===== config.mk =====
export PLATFORM = sky130hd
export DESIGN_NAME = tun_div_cell
export DESIGN_NICKNAME = d
export VERILOG_FILES = /design/src/sv/tun_pkg.sv /design/src/sv/tun_div_cell.sv
export SDC_FILE = /design/constraint.sdc
export NUM_CORES = 1
export LEC_CHECK = 0
export BUFFER_PORTS_ARGS = -buffer_cell sky130_fd_sc_hd__buf_2
export CAP_MARGIN = 20
export CORE_MARGIN = 2
export CORE_UTILIZATION = 40
export CTS_CLUSTER_SIZE = 24
export DETAILED_ROUTE_END_ITERATION = 8
export PLACE_DENSITY = 0.7
export SETUP_SLACK_MARGIN = 0.3
export SLEW_MARGIN = 40
export SYNTH_ARGS = -nofsm -noshare
export SYNTH_HDL_FRONTEND = slang
export SYNTH_SLANG_ARGS = --single-unit

===== constraint.sdc =====
create_clock -name clk_i -period 0.99 [get_ports clk_i]
set_clock_uncertainty 0.15 [all_clocks]
set_input_delay 0 -clock clk_i [delete_from_list [all_inputs] [get_ports clk_i]]
set_output_delay 0 -clock clk_i [all_outputs]
set_load 0.005 [all_outputs]

===== src/sv/tun_pkg.sv =====
package tun_pkg;

  localparam int unsigned FIELD_W = 16;
  localparam int unsigned LIMIT_W = 34;

  typedef struct packed {
    logic signed [FIELD_W-1:0] ax;
    logic signed [FIELD_W-1:0] ay;
    logic signed [FIELD_W-1:0] az;
    logic signed [FIELD_W-1:0] bx;
    logic signed [FIELD_W-1:0] by;
    logic signed [FIELD_W-1:0] bz;
    logic signed [FIELD_W-1:0] cx;
    logic signed [FIELD_W-1:0] cy;
    logic signed [FIELD_W-1:0] cz;
  } tri_in_t;

  typedef struct packed {
    logic signed [FIELD_W-1:0] norm_x;
    logic signed [FIELD_W-1:0] norm_y;
    logic signed [FIELD_W-1:0] norm_z;
    logic                      degenerate;
  } tri_out_t;

endpackage


===== src/sv/tun_div_cell.sv =====
module tun_div_cell #(
  parameter int unsigned LW = 35,
  parameter int unsigned QW = 15,
  parameter int unsigned PW = 4
) (
  input  logic          clk_i,
  input  logic          rst_ni,
  input  logic          en_i,
  input  logic          valid_i,
  input  logic [LW-1:0] len_i,
  input  logic [LW:0]   rem_i [3],
  input  logic [QW-1:0] quo_i [3],
  input  logic [PW-1:0] pay_i,
  output logic          valid_o,
  output logic [LW-1:0] len_o,
  output logic [LW:0]   rem_o [3],
  output logic [QW-1:0] quo_o [3],
  output logic [PW-1:0] pay_o
);
  import tun_pkg::*;

  logic          valid_q;
  logic [LW-1:0] len_q;
  logic [LW:0]   rem_q [3];
  logic [QW-1:0] quo_q [3];
  logic [PW-1:0] pay_q;
  logic [LW:0]   rem_d [3];
  logic [2:0]    bit_d;

  // One quotient bit per lane; the partial remainder stays below twice the length.
  always_comb begin
    for (int k = 0; k < 3; k++) begin
      bit_d[k] = (rem_i[k] >= (LW+1)'(len_i));
      rem_d[k] = bit_d[k] ? (rem_i[k] - (LW+1)'(len_i)) : rem_i[k];
    end
  end

  always_ff @(posedge clk_i or negedge rst_ni) begin
    if (!rst_ni) begin
      valid_q <= 1'b0;
    end else if (en_i) begin
      valid_q <= valid_i;
    end
  end

  always_ff @(posedge clk_i) begin
    if (en_i) begin
      len_q <= len_i;
      pay_q <= pay_i;
      for (int k = 0; k < 3; k++) begin
        rem_q[k] <= rem_d[k] << 1;
        quo_q[k] <= {quo_i[k][QW-2:0], bit_d[k]};
      end
    end
  end

  assign valid_o = valid_q;
  assign len_o   = len_q;
  assign rem_o   = rem_q;
  assign quo_o   = quo_q;
  assign pay_o   = pay_q;

endmodule


---- Word level (Yosys, flattened, before mapping) ----
Index checks and enable logic that the tools add are counted.
cells by class
  multiplexer cells ....................... 3
  $lt $le $gt $ge ......................... 3
  $add $sub $neg .......................... 3
operators by type and width
  operator                                      count
  greater-or-equal comparator 36 x 35 -> 1 bit  3
  two-way mux 35 bit                            3
  subtractor 35 bit                             3
word-level totals
  bits of input ports ..................... 196
  logic and storage cells ................. 18
  register bits after elaboration ......... 190

---- Longest topological paths before layout ----
  depth after elaboration ................. 2
  mapped depth ............................ 14

---- Worst setup path after synthesis ----
No wires, ideal clock.
  path type ............................... input to register
  from .................................... in len_i[27]
  to ...................................... reg rem_q, in the netlist rem_o[69] (data pin)
  path buffers ............................ 2
  slack ................................... -1.800 ns
  data required time ...................... 0.580 ns
  arrival ................................. 2.380 ns
  stages on the path ...................... 12
  library setup time ...................... 0.260 ns
  cells stage by stage .................... inv_1 ha_1 buf_4 nand4_2 or4_1 or3_1 o311ai_2 a211o_2 nand2_2 buf_6 inv_1 mux2_2
RTL lines
  element                        line                text
  start, declared                tun_div_cell.sv:10  input logic [LW-1:0] len_i,
  end signal, assigned by index  tun_div_cell.sv:51  rem_q[k] <= rem_d[k] << 1;
  end, declared                  tun_div_cell.sv:24  logic [LW:0] rem_q [3];

==> reports/metrics.yaml <==
status: "complete, but fails checks"
violations: "negative hold slack, negative setup slack"
peakVddDrop_mv: 1.35
setup_viol: 299
ys_warn_count: 0
numCtsBuffers: 17
ios: 389
timing.final.crit_share_pct: 244
dieHeight_um: 184
cpMaxStageDelayCell: "ha_1"
crit_type: "in -> reg"
vias_per_cell: 5.51
nFillCells: 2061
clock-sinks: 190
clock_path_buffers: 2
antenna_found_initial: 9
syn-instance-count: 1358
synthArstFlopShare_pct: 0.526
synth_ff_type: "edfxtp_1"
pwr-share-clk_pct: 23.2
finalMaxSlewViolations: 0
place_congestion: 0.973
cts_tree: "built"
yosysMostFrequentCell: "edfxtp_1"
tightest_slew_ns: 0.535
grt_first_pass_wirelength_mm: 79.8
finalNonFillerCells: 2748
first_pass_iters: 5
p_total_uw: 31400
cts-htree-levels: 4
seq_area_um2: 5700
die_area_um2: 34000
whs_ns: -0.377
start_kind: "primary input"
crit_path_max_incr_delay_ns: 0.40
critical_path_buf_inv_count: 3
fin_crit_ns: 2.42
reg2reg_depth: 2
fin_nets: 2588
power.density_nw_per_um2: 1310
cp.required_ns: 1.05
cp.depth: 12
p_sw_uw: 10400
ys_top_cells_by_count: "edfxtp_1 (189), a21oi_1 (140), nand2_1 (135)"
multi_input_area_um2: 9350
maxCapViolCount: 0
crit_path_end_kind: "register"
core-area_um2: 32300
via_count: 15100
portBuffers: 382
crit_family: "simple AND/OR/NAND/NOR gates"
postLayoutCoreUtil_pct: 74.4
yosysTopAreaCellShare_pct: 43.6
p_leak_uw: 0.0105
timing_hold_violations_final: 116
p_seq_share_pct: 33.4
placed_cells: 2537
crit_arrival_ns: 2.48
rsz0062_at_grt: "yes"
yosysTopAreaCell: "edfxtp_1"
ys_seq_elements: 190
min_path_cells: 1
place_ws_ns: -2.05
tns_ns: -162.72
worstPathMaxFanout: 7
swShare_pct: 33.0
synth.yosys.seq_area_share_pct: 43.8
start_util_pct: 40.3
area_delta_synth_final_pct: 84.7
dr.first_iter.drc_count: 953
drive_above_1_share_pct: 57.9
cts-root-buf: "clkbuf_16"
yosysUniqueCellTypes: 76
power_frac_comb_pct: 43.4
worstPathCellList: "buf_2, inv_1, ha_1, and4_1, nand2_1, or3_4, o311ai_4, a211o_4, buf_12, nand2_8, nor4b_4, nor3_2"
slew_headroom_pct: 64.3
r2r_setup_slack_ns: -0.05
track_usage_pct: 31.0
grt_pass1_vias: 14800
syn_avg_cell_area_um2: 9.58
holdBufCountCts: 81
synth_area_leaders: "edfxtp_1 (44%), ha_1 (10%), a21oi_1 (5.4%), o21ai_0 (4.1%), nand2_1 (3.9%)"
fin_ws_ns: -1.43
clock_latency_ns: 0.46
grt_max_degree: 45
hold_class: "in -> reg"
hpwl_mm: 39.3
clk_pin_slew_ns: 0.07
die_x_um: 184
rows: 66
grt_overflow: 0
wl_mm: 57.8
fmaxAchievable_ghz: 0.414
syn-cell-area_um2: 13000
p_int_uw: 21100
drc_errors: 0
detail_route.wl_per_cell_um: 21.0
synth_edf_count: 189
ant_nets: 0
==> routing by layer <==
metal / track usage (%) / up-vias / wire [um]
met3: 5.30 / 205 / 3580
met2: 55.6 / 725 / 29500
met4: 17.4 / 2 / 3420
met5: 0 / - / 13
met1: 34.8 / 7262 / 21200
li1: - / 6938 / -
==> state kept, by name, summed over array words and instances, names as in the netlist <==
register,cells
pay_o,4
rem_o,105
valid_o,1
len_o,35
quo_o,45
==> metrics by stage <==
step	hold WS [ns]	cell area, um^2
3_3_place_gp	-0.376	18900
2_1_floorplan	-0.446	13700
6_report	-0.377	24000
5_1_grt	-0.392	24000
4_1_cts	-0.397	22600
3_5_place_dp	-0.374	18900
==> worst paths after layout <==
kind                             end  startpoint
min in group asynchronous    valid_o      rst_ni
hold / removal              len_o[1]    len_i[1]
max in group asynchronous    valid_o      rst_ni
hold reg to reg              valid_o     valid_o
setup / recovery           rem_o[66]   len_i[10]
setup reg to reg             valid_o     valid_o
==> cells by family (layout without fill, tap and decap cells) <==
family                     Yosys count  after routing  synth area share [%]
and+or+nand+nor                    407            409                  14.7
AOI/OAI and AO/OA                  438            438                  21.0
xor gates and xnor gates            83             83                  5.59
buffers and inverters              126           1061                  3.92
adders and majority gates          108            108                  10.6
DFF                                190            190                  43.8
muxes                                5              5                 0.423
other                                1             12                0.0288
==> worst register-to-register path: stages, from the launching register on <==
cell     delay [ns]
dfrtp_1        0.38
buf_4          0.13
mux2_2         0.26
==> power groups by stage <==
stage / sequential (uW) / clock (uW) / combinational, uW
final: 10500 / 7280 / 13700
after global routing: 10600 / 7590 / 14500
after CTS: 10500 / 7290 / 11800
after detailed placement: 10600 / 0 / 9650
after global placement: 10600 / 0 / 9510
after floorplan: 10700 / 0 / 4710
==> layout by cell type (no fill, tap or decap), drive strengths merged, types with 8 or more instances in the layout <==
master / instances
a211oi: 17
a21o: 45
a21oi: 140
a31oi: 17
and3: 14
and4: 8
buf: 874
clkbuf: 28
diode: 9
dlygate4sd3: 81
edfxtp: 189
ha: 105
inv: 63
nand2: 138
nand2b: 15
nand3: 23
nand4: 25
nor2: 117
nor3: 28
o211ai: 9
o21a: 21
o21ai: 109
o21bai: 15
o31ai: 13
xnor2: 44
xor2: 39
==> layout make-up <==
cell class	count	area share, %
Clock inverter	10	0.578
Sequential cell	190	23.7
Timing Repair inverter	1	0.0312
Clock buffer	22	1.89
Multi-Input combinational cell	1046	38.9
Timing Repair Buffer	961	31.0
Antenna cell	9	0.0937
Tap cell	442	2.30
Inverter	67	1.53
==> what timing repair did <==
action / CTS / global route
hold endpoints to repair: 204 / 116
pin swaps: 92 / 95
setup buffers: 49 / 21
gates resized for setup: 368 / 272
cloned: 11 / 8
endpoints found under the setup margin: 299 / 299
Note: power is estimated with default switching activity, not from simulation.
