File: src/sv/tun_pkg.sv
package tun_pkg;

  localparam int unsigned FIELD_W = 16;
  localparam int unsigned LIMIT_W = 34;

  typedef struct packed {
    logic signed [FIELD_W-1:0] ax;
    logic signed [FIELD_W-1:0] ay;
    logic signed [FIELD_W-1:0] az;
    logic signed [FIELD_W-1:0] bx;
    logic signed [FIELD_W-1:0] by;
    logic signed [FIELD_W-1:0] bz;
    logic signed [FIELD_W-1:0] cx;
    logic signed [FIELD_W-1:0] cy;
    logic signed [FIELD_W-1:0] cz;
  } tri_in_t;

  typedef struct packed {
    logic signed [FIELD_W-1:0] norm_x;
    logic signed [FIELD_W-1:0] norm_y;
    logic signed [FIELD_W-1:0] norm_z;
    logic                      degenerate;
  } tri_out_t;

endpackage

File: src/sv/tun_sqrt_cell.sv
module tun_sqrt_cell #(
  parameter int unsigned RW = 35,
  parameter int unsigned PW = 105
) (
  input  logic            clk_i,
  input  logic            rst_ni,
  input  logic            en_i,
  input  logic            valid_i,
  input  logic [2*RW-1:0] rad_i,
  input  logic [RW:0]     rem_i,
  input  logic [RW-1:0]   root_i,
  input  logic [PW-1:0]   pay_i,
  output logic            valid_o,
  output logic [2*RW-1:0] rad_o,
  output logic [RW:0]     rem_o,
  output logic [RW-1:0]   root_o,
  output logic [PW-1:0]   pay_o
);
  import tun_pkg::*;

  logic [RW+2:0] trial_rem;
  logic [RW+2:0] trial_sub;
  logic          take;
  logic          valid_q;
  logic [2*RW-1:0] rad_q;
  logic [RW:0]   rem_q;
  logic [RW-1:0] root_q;
  logic [PW-1:0] pay_q;

  // One root bit per cell: bring down two radicand bits, try root*4+1.
  always_comb begin
    trial_rem = {rem_i, rad_i[2*RW-1:2*RW-2]};
    trial_sub = (RW+3)'({root_i, 2'b01});
    take      = (trial_rem >= trial_sub);
  end

  always_ff @(posedge clk_i or negedge rst_ni) begin
    if (!rst_ni) begin
      valid_q <= 1'b0;
    end else if (en_i) begin
      valid_q <= valid_i;
    end
  end

  always_ff @(posedge clk_i) begin
    if (en_i) begin
      rad_q  <= rad_i << 2;
      rem_q  <= take ? (RW+1)'(trial_rem - trial_sub) : trial_rem[RW:0];
      root_q <= {root_i[RW-2:0], take};
      pay_q  <= pay_i;
    end
  end

  assign valid_o = valid_q;
  assign rad_o   = rad_q;
  assign rem_o   = rem_q;
  assign root_o  = root_q;
  assign pay_o   = pay_q;

endmodule

File: config.mk
export PLATFORM = sky130hd
export DESIGN_NAME = tun_sqrt_cell
export DESIGN_NICKNAME = d
export VERILOG_FILES = /design/src/sv/tun_pkg.sv /design/src/sv/tun_sqrt_cell.sv
export SDC_FILE = /design/constraint.sdc
export NUM_CORES = 1
export LEC_CHECK = 0
export BUFFER_PORTS_ARGS = -buffer_cell sky130_fd_sc_hd__buf_4
export CAP_MARGIN = 0
export CORE_AREA = 2 2 193 195
export DETAILED_ROUTE_END_ITERATION = 12
export DIE_AREA = 0 0 195 197
export PLACE_DENSITY_LB_ADDON = 0.15
export REMOVE_ABC_BUFFERS = 1
export SLEW_MARGIN = 20
export SYNTH_ARGS = -nofsm -noshare
export SYNTH_HDL_FRONTEND = slang
export SYNTH_SLANG_ARGS = --single-unit
File: constraint.sdc
create_clock -name clk_i -period 1.23 [get_ports clk_i]
set_clock_uncertainty 0.2 [all_clocks]
set_input_delay 0.123 -clock clk_i [delete_from_list [all_inputs] [get_ports clk_i]]
set_output_delay 0.123 -clock clk_i [all_outputs]
set_load 0.02 [all_outputs]
# Yosys cells after proc, flatten, opt, wreduce, memory -nomap -nowiden
# Cells that the tools add are included.
# word_totals
reg_bits,245
output_inout_bits,247
elab_cells,8
in_bits,250
# op_classes
add_sub_neg,1
order_cmp,1
muxes,1
# ops
cell,n
greater-or-equal comparator 38 x 37 -> 1 bit,1
2-to-1 mux 36 bit,1
subtractor 36 bit,1

# Logic depth before layout (Yosys ltp)
# Gate-level depths: netlist of the first run.
# depth
ltp_word,2
ltp_mapped,13

# Least setup slack after synthesis of the first run
# OpenSTA, ideal clock, no wires.
# synth_timing
path_type,input-to-reg
startpoint,input root_i[25]
endpoint,"register rem_q[31], in the netlist rem_o[31], data pin"
path_stages,12
path_slack_ns,-1.296
setup_time_ns,0.262
t_arrival_ns,2.064
required_time_ns,0.768
n_path_buf,2
cell_sequence,inv_1 > ha_1 > buf_2 > and4_1 > buf_4 > nand3_2 > o41a_1 > o21a_1 > nand3_2 > nand2_4 > inv_2 > mux2_1
# synth_via
elab_chain_len,2
# synth_rtl
item,line_no,source
start: declaration,tun_sqrt_cell.sv:11,"input logic [RW-1:0] root_i,"
greater-or-equal comparator 38 x 37 -> 1 bit,tun_sqrt_cell.sv:34,take = (trial_rem >= trial_sub);
via take,tun_sqrt_cell.sv:23,logic take;
2-to-1 mux 36 bit,tun_sqrt_cell.sv:48,rem_q <= take ? (RW+1)'(trial_rem - trial_sub) : trial_rem[RW:0];
end signal: assignment,tun_sqrt_cell.sv:48,
end: declaration,tun_sqrt_cell.sv:26,logic [RW:0] rem_q;
# The timed path passes the listed nets, and every way through them passes these cells.
# A chain may end at the register's enable or synchronous reset.

# Worst setup path after layout of the first run
# layout_timing
startpoint,input rem_i[1]
endpoint,"register rem_q[33], in the netlist rem_o[33], data pin"
# layout_via
elab_chain_len,2
# layout_rtl
item,line_no,source
start: declaration,tun_sqrt_cell.sv:10,"input logic [RW:0] rem_i,"
subtractor 36 bit / greater-or-equal comparator 38 x 37 -> 1 bit (equally long branches),"tun_sqrt_cell.sv:48, tun_sqrt_cell.sv:34",
2-to-1 mux 36 bit *,tun_sqrt_cell.sv:48,
# Every way passes the cells marked *; elsewhere a longest branch is shown, timed or not.

==> results of run 1 <==
-- sequential cells by signal, indices dropped and copies added, names as in the netlist --
name     flops
pay_o      105
rad_o       68
rem_o       36
root_o      35
valid_o      1
-- cells by family (layout without fill, tap and decap cells) --
kind of cell	count (synthesis)	in the layout	share of synthesized area (%)
flip-flops	245	245	72.9
AO/OA/AOI/OAI	166	166	10.8
AND/OR/NAND/NOR	130	131	6.40
buffers and inverters	68	1054	2.81
adder cells (fa/ha/maj)	37	37	4.59
XOR/XNOR	26	26	2.26
multiplexers	2	2	0.223
other	1	5	0.0372
-- area by class of cell --
cell class                      instances  area, sq um  share of cell area, %
Timing Repair Buffer                  953         9150                   42.1
Antenna cell                            3         7.51                 0.0345
Inverter                               50          220                   1.01
Clock inverter                         16          190                  0.874
Tap cell                              468          586                   2.69
Sequential cell                       245         7350                   33.8
Clock buffer                           35          727                   3.34
Multi-Input combinational cell        364         3520                   16.2
-- worst reg2reg max path, delay by kind of cell, from the launching register on --
family	cells	cell delay (ns)
flip-flops	1	0.39
multiplexers	1	0.25
buffers and inverters	1	0.13
-- metal layers --
| metal | wire (um) | GRT usage (%) | share of wire (%) | vias up |
|---|---|---|---|---|
| li1 | - | - | - | 4506 |
| met1 | 14700 | 22.1 | 37 | 4509 |
| met2 | 21200 | 36.8 | 54 | 332 |
| met3 | 2570 | 4.55 | 6.5 | 61 |
| met4 | 1110 | 6.22 | 2.8 | 0 |
| met5 | 0 | 0 | 0 | - |
-- report_power, final --
group	internal, mW	switching (mW)
registers	10.1	0.385
logic	4.42	3.62
clock network	5.01	3.35
-- final timing paths --
path / endpoint / start
setup / recovery: rem_o[33] / rem_i[1]
hold / removal: rem_o[4] / rem_i[2]
setup reg to reg: valid_o / valid_o
hold reg to reg: valid_o / valid_o
max in group asynchronous: valid_o / rst_ni
min in group asynchronous: valid_o / rst_ni
-- cell usage in the layout, fill, tap and decap left out, types with 7 or more instances in the layout --
cell type and n:
buf_8 9, inv_4 10, nand2_2 13, xor2_1 9, nand2_4 9, o21ai_0 15
clkbuf_16 29, ha_1 8, clkbuf_1 7, a21oi_2 13, buf_6 276, a21o_1 16
o21a_1 9, nor3_2 8, a21oi_1 26, o21bai_1 7, inv_1 32, buf_4 406
buf_12 17, dlygate4sd3_1 241, inv_2 7, nand3_1 11, edfxtp_1 244, nor2_1 8
o21ai_2 21, nand2_1 35, xnor2_1 13, o21ai_1 11, ha_4 29
-- what timing repair did --
item                       4_1_cts  5_1_grt
pin swaps                       51       50
hold endpoints to repair       460       14
setup endpoints to repair      282      282
hold buffers                   235        6
resized for setup              457      100
buffers inserted                18       12
gates cloned                     5        1
-- per-stage QoR --
stage          utilization, %  power, mW  std cells  hold slack, ns
4_1_cts                  58.4       26.7       2116          -0.484
2_1_floorplan               -       12.7        658          -0.373
5_1_grt                  60.0       28.0       2134          -0.351
3_3_place_gp             43.7       16.1       1808          -0.302
3_5_place_dp             43.7       16.1       1808          -0.301
6_report                 60.0       26.9       2134          -0.337
==> reports/metrics.yaml, run 1 <==
synthTopCellsByCount: "edfxtp_1, nand2_1, inv_1, o21ai_0, a21oi_1"
whs_path_depth: 3
fin_setup_tns_ns: -71.20
cp_slowest_cell: "o41a_1"
vias: 9408
place_worst_setup_slack_ns: -1.78
clk_latency_ns: 0.55
drtAntennaViolNets: 0
setup_viol: 282
cp.depth: 12
ys.flop_type: "edfxtp_1"
finalCritPeriodShare_pct: 173
max_stage_delay_ns: 0.40
cts.sinks: 245
antenna_found_initial: 3
p_leak_nw: 9.20
num-fill-cells: 2800
netlist_instances: 675
cp_max_fo: 6
ys_types: 62
drc: 0
ys_seq_elements: 245
clk_path_buf_depth: 3
viasPerCell: 4.41
drive_above_1_share_pct: 55.6
place.detailed.hpwl_um: 27700
wl_per_cell_um: 18.6
cts_buffers: 28
clk_pin_slew_ns: 0.07
max_freq_mhz: 471
grt_pass1_vias: 10081
irDropWorstVdd_v: 0.000812
drv_slew: 0
wl_um: 39600
hp-class: "in -> reg"
grt_max_degree: 24
async_flop_share_pct: 0.408
synth.most_common_cell: "edfxtp_1"
period_needed_ns: 2.12
nets: 1929
yosys_warnings: 0
cp_top_family: "compound AO/OA/AOI/OAI gates"
die_x_um: 195
port_buffers: 494
synth_top_area_share_pct: 72.6
grt_use_total_pct: 19.7
critical_path_buf_inv_count: 3
area_delta_synth_final_pct: 116
synth_edf_count: 244
boundaryPins: 497
cts_root_buf: "clkbuf_16"
status: "finished, violations left"
crit_required_ns: 1.34
firstDrtPassIters: 6
critPathKind: "in -> reg"
fin_ws_ns: -0.893
initial_core_util_pct: 27.8
cp-end-kind: "flop"
core-area_sq_um: 36300
die_h_um: 197
crit_arrival_ns: 2.23
synth_area_leader_cell: "edfxtp_1"
violations: "negative hold slack, negative setup slack"
pwr_density_cell_nw_per_um2: 1240
crit_chain: "buf_4, ha_4, and3_4, buf_6, nand4_1, o41a_1, o21a_1, nand3_4, nand2_8, buf_4, o31ai_2, nor3_1"
regToRegSetupSlack_ns: 0.15
synth_area_leaders: "edfxtp_1, ha_1, o21ai_0"
seq_area_frac_synth_pct: 72.9
cts_tree: "yes"
syn_avg_cell_area_sq_um: 14.9
rsz0062_at_grt: "true"
ff2ff_path_depth: 2
syn-cell-area_sq_um: 10100
grt_pass1_wl_um: 58500
postPlaceCellArea_sq_um: 15800
drt-initial-drc-count: 288
htree_levels: 1
cp_common_cell: "buf_4"
whs_ns: -0.337
hold_viol: 10
dieArea_sq_um: 38400
cp-start-kind: "input port"
gp_congestion: 0.819
cap_violations: 0
rows: 70
grt_overflow: 0
fin_area_sq_um: 21800
Note: power is estimated with default switching activity, not from simulation.
==> run 2, diff against run 1 <==
- CTS_BUF_LIST: not set -> sky130_fd_sc_hd__clkbuf_8
- clock period: 1.23 -> 2.63 ns (I/O delays scaled with it)
==> reports/metrics.yaml, run 2 (synthesis results as in run 1) <==
min_from: "rem_i[12]"
clk_pin_slew_ns: 0.06
drtAntennaViolNets: 0
clk_latency_ns: 0.59
total_power_mw: 10.9
drive_above_1_share_pct: 44.1
hp-class: "in -> reg"
gp_congestion: 0.811
cp_slowest_cell: "dlygate4sd3_1"
cts_tree: "yes"
cts.sinks: 245
grt_pass1_vias: 9445
worst_pin_slew_ns: 0.632
regToRegSetupSlack_ns: 1.67
largest_reg_flops: 105
period_needed_ns: 2.56
grt_max_degree: 83
cap_violations: 0
drv_slew: 0
setup_viol: 0
viasPerCell: 4.36
p_leak_nw: 8.28
port_buffers: 494
grt_overflow: 0
wl_per_cell_um: 17.4
layout_commonest_cell: "buf_4"
clk_path_buf_depth: 3
antenna_found_initial: 1
ff2ff_path_depth: 1
core-area_sq_um: 36300
wl_um: 36400
irDropWorstVdd_v: 0.000453
max_freq_mhz: 391
cp-start-kind: "input port"
whs_path_depth: 4
r2r-start: "valid_o"
drc: 0
final_core_util_pct: 51.8
cp_top_family: "buffers and inverters"
initial_core_util_pct: 27.8
cts_root_buf: "clkbuf_8"
cts_buffers: 44
worst_hold_path.endpoint: "rem_o[14]"
hold_viol: 0
crit_required_ns: 2.77
firstDrtPassIters: 5
crit_arrival_ns: 2.70
cp-end-kind: "flop"
nets: 1881
die_h_um: 197
mostFrequentLayoutCells: "buf_4, dlygate4sd3_1, edfxtp_1"
critPathKind: "in -> reg"
slew_headroom_pct: 57.4
reg2reg_to: "valid_o"
pwr_density_cell_nw_per_um2: 582
htree_levels: 2
drt-initial-drc-count: 370
rows: 70
status: "complete, no violations"
rsz0062_at_grt: "false"
boundaryPins: 497
grt_pass1_wl_um: 53500
vias: 9107
max_stage_delay_ns: 0.53
finalCritPeriodShare_pct: 97.3
critical_path_buf_inv_count: 4
dieArea_sq_um: 38400
cp_max_fo: 6
crit_chain: "dlygate4sd3_1, buf_4, inv_1, ha_2, nand3_2, o41a_1, o21a_1, nand3_2, nand2_4, buf_4, and2_0, a31o_2"
area_delta_synth_final_pct: 86.3
grt_use_total_pct: 18.1
place.detailed.hpwl_um: 26800
die_x_um: 195
[run 2: worst max path at each step]
stage                    start         to  slack (ns)  cells after the start
finish              root_i[29]   rem_o[9]        0.07                     12
global route         rem_i[31]  rem_o[25]       0.008                     14
CTS                 root_i[29]  rem_o[31]        0.01                     12
detailed placement   root_i[5]  rem_o[35]       -0.49                     11
global placement     rem_i[13]  rem_o[29]       -0.52                     11
floorplan           root_i[32]  rem_o[31]       -0.32                     10
[run 2: stage by stage]
step                cell area (sq um)  TNS [ns]  instances  hold WS, ns  worst slack [ns]
detailed placement              15500    -13.91       1767       -0.159            -0.491
global placement                15500    -12.42       1767       -0.162            -0.519
finish                          18800         0       2091       0.0863            0.0700
global route                    18800         0       2091       0.0833           0.00832
CTS                             18700         0       2089       0.0321            0.0147
floorplan                       10000     -1.64        658       -0.233            -0.324
[run 2: area by class of cell]
class,instances,area [sq um]
multi-input combinational,363,2510
clock inverter,30,171
inverter,50,190
fill,3212,17500
antenna,1,2.50
tap,468,586
clock buffer,44,606
sequential,245,7350
timing repair buffer,890,7380
[run 2: what timing repair did]
action,CTS,global route
hold buffers,248,0
gates resized for setup,0,11
hold endpoints to repair,272,0
setup endpoints to repair,0,33
buffers inserted,0,1
[run 2: report_power, final]
| group | internal [mW] | total [mW] | switching, mW | leakage, nW |
|---|---|---|---|---|
| Clock | 1.67 | 3.25 | 1.59 | 0.433 |
| Sequential | 4.73 | 4.84 | 0.112 | 2.40 |
| Combinational | 1.44 | 2.85 | 1.40 | 5.45 |
| Total | 7.84 | 10.9 | 3.10 | 8.28 |
[run 2: routing by layer]
layer	vias up	part of all wire (%)	global-route usage [%]
met5	-	0	0
met4	0	2.7	6.19
met3	60	7.0	5.58
met2	333	52	32.7
met1	4308	39	20.1
li1	4406	-	-
==> run 3, diff against run 2 <==
- ABC_AREA: not set -> 1
- CORE_AREA: 2 2 193 195 -> 2 2 191 193
- DIE_AREA: 0 0 195 197 -> 0 0 193 195
==> reports/metrics.yaml, run 3 <==
grt_overflow: 0
gp_congestion: 0.892
slew_headroom_pct: 58.9
syn-cell-area_sq_um: 11100
area_delta_synth_final_pct: 71.0
firstDrtPassIters: 4
antenna_found_initial: 0
status: "complete, no violations"
num-fill-cells: 3125
p_leak_nw: 8.72
grt_max_degree: 61
synth_area_leader_cell: "edfxtp_1"
hold_viol: 0
grt_pass1_wl_um: 58400
drtAntennaViolNets: 0
htree_levels: 2
grt_use_total_pct: 20.4
max_freq_mhz: 398
cp_max_fo: 19
synthTopCellsByCount: "nand2_1, edfxtp_1, inv_1, nor2_1, nand3_2"
cts.sinks: 245
ys_seq_elements: 245
crit_chain: "dlygate4sd3_1, buf_4, ha_1, nand2_4, inv_1, nand2_1, nand2_1, a21oi_2, nand2_1, nand2_1, nand4_1, buf_6, nand3_1, nand2_1"
drive_above_1_share_pct: 37.1
largest_reg_flops: 105
boundaryPins: 497
drt-initial-drc-count: 516
crit_arrival_ns: 2.60
mostFrequentLayoutCells: "buf_4, nand2_1, dlygate4sd3_1"
wl_per_cell_um: 17.8
crit_required_ns: 2.71
synth_edf_count: 244
cp_slowest_cell: "dlygate4sd3_1"
r2r-start: "valid_o"
syn_avg_cell_area_sq_um: 11.7
die_h_um: 195
dieArea_sq_um: 37600
clk_path_buf_depth: 3
period_needed_ns: 2.52
clk_latency_ns: 0.54
async_flop_share_pct: 0.408
cts_buffers: 43
place.detailed.hpwl_um: 29800
irDropWorstVdd_v: 0.000358
clk_pin_slew_ns: 0.06
rows: 69
rsz0062_at_grt: "false"
cp-start-kind: "input port"
cts_tree: "yes"
cap_violations: 0
synth_top_area_share_pct: 66.3
multiInputGateArea_sq_um: 3110
seq_area_frac_synth_pct: 66.5
seq_area_sq_um: 7350
pwr_density_cell_nw_per_um2: 570
cts_root_buf: "clkbuf_8"
die_x_um: 193
ys.flop_type: "edfxtp_1"
viasPerCell: 4.35
worst_pin_slew_ns: 0.617
grt_pass1_vias: 10310
critPathKind: "in -> reg"
port_buffers: 494
drc: 0
core-area_sq_um: 35400
startpoint: "rem_i[15]"
layout_commonest_cell: "buf_4"
fin_cells: 2239
cp_common_cell: "nand2_1"
ys_types: 32
dpl.cell_count: 1915
hp-class: "in -> reg"
nets: 2033
synth.most_common_cell: "nand2_1"
initial_core_util_pct: 31.2
final_core_util_pct: 53.4
finalCritPeriodShare_pct: 95.7
wl_um: 39800
netlist_instances: 944
max_stage_delay_ns: 0.56
cp-end-kind: "flop"
drv_slew: 0
yosys_warnings: 0
min_from: "pay_i[31]"
setup_viol: 0
vias: 9744
synth_area_leaders: "edfxtp_1, nand2_1, inv_1"
-- run 3: cells by family (layout without fill, tap and decap cells) --
family	Yosys count	in the layout	synth area share, %
and+or+nand+nor	452	452	19.5
AOI/OAI and AO/OA	41	41	2.07
buffers and inverters	149	981	6.20
adders and majority gates	37	37	4.19
DFF	245	245	66.5
other	1	3	0.0339
xor gates and xnor gates	18	18	1.43
muxes	1	1	0.102
-- run 3: power breakdown --
part / switching, mW / internal, mW / total (mW)
clock: 1.55 / 1.77 / 3.32
sequential: 0.106 / 4.71 / 4.82
combinational: 1.43 / 1.22 / 2.65
-- run 3: per-layer routing --
layer / wire length (um) / up-vias / part of all wire (%) / global-route usage (%)
li1: - / 4779 / - / -
met1: 15100 / 4531 / 38 / 22.5
met2: 20900 / 347 / 53 / 38.2
met3: 2460 / 87 / 6.2 / 4.12
met4: 1330 / 0 / 3.3 / 7.27
met5: 0 / - / 0 / 0
-- run 3: what timing repair did --
action	in CTS	in global routing
buffers inserted	0	0
endpoints found under the setup margin	0	36
gates resized for setup	0	21
hold buffers	247	0
endpoints found under the hold margin	255	0
-- run 3: worst paths after layout --
kind	endpoint	depth (start not counted)	slack [ns]
max	rem_o[21]	14	0.11
min	pay_o[31]	2	0.22
max reg2reg	valid_o	1	1.68
min reg2reg	valid_o	1	0.32
max in group asynchronous	valid_o	3	1.76
min in group asynchronous	valid_o	3	0.37
-- run 3: cell type report --
cell class,instances,share of cell area [%]
Timing Repair Buffer,770,34.7
Multi-Input combinational cell,551,16.5
Clock buffer,45,3.28
Clock inverter,31,0.933
Antenna cell,1,0.0132
Tap cell,461,3.05
Inverter,135,2.68
Sequential cell,245,38.9
-- run 3: worst max-delay path: cells and delay by family --
kind / cells / cell delay [ns]
AOI/OAI and AO/OA: 1 / 0.21
adders and majority gates: 1 / 0.37
buffers and inverters: 4 / 0.98
and+or+nand+nor: 8 / 0.74
-- run 3: through the flow --
step | setup WS, ns | instance area, sq um | power, mW | setup TNS (ns) | hold WS (ns)
detailed placement | 0.0360 | 15500 | 7.21 | 0 | -0.161
CTS | 0.0831 | 18800 | 10.9 | 0 | 0.183
global route | 0.0202 | 18900 | 11.3 | 0 | 0.195
finish | 0.114 | 18900 | 10.8 | 0 | 0.225
global placement | 0.0655 | 15500 | 7.19 | 0 | -0.161
floorplan | -0.370 | 10900 | 5.97 | -10.27 | -0.233
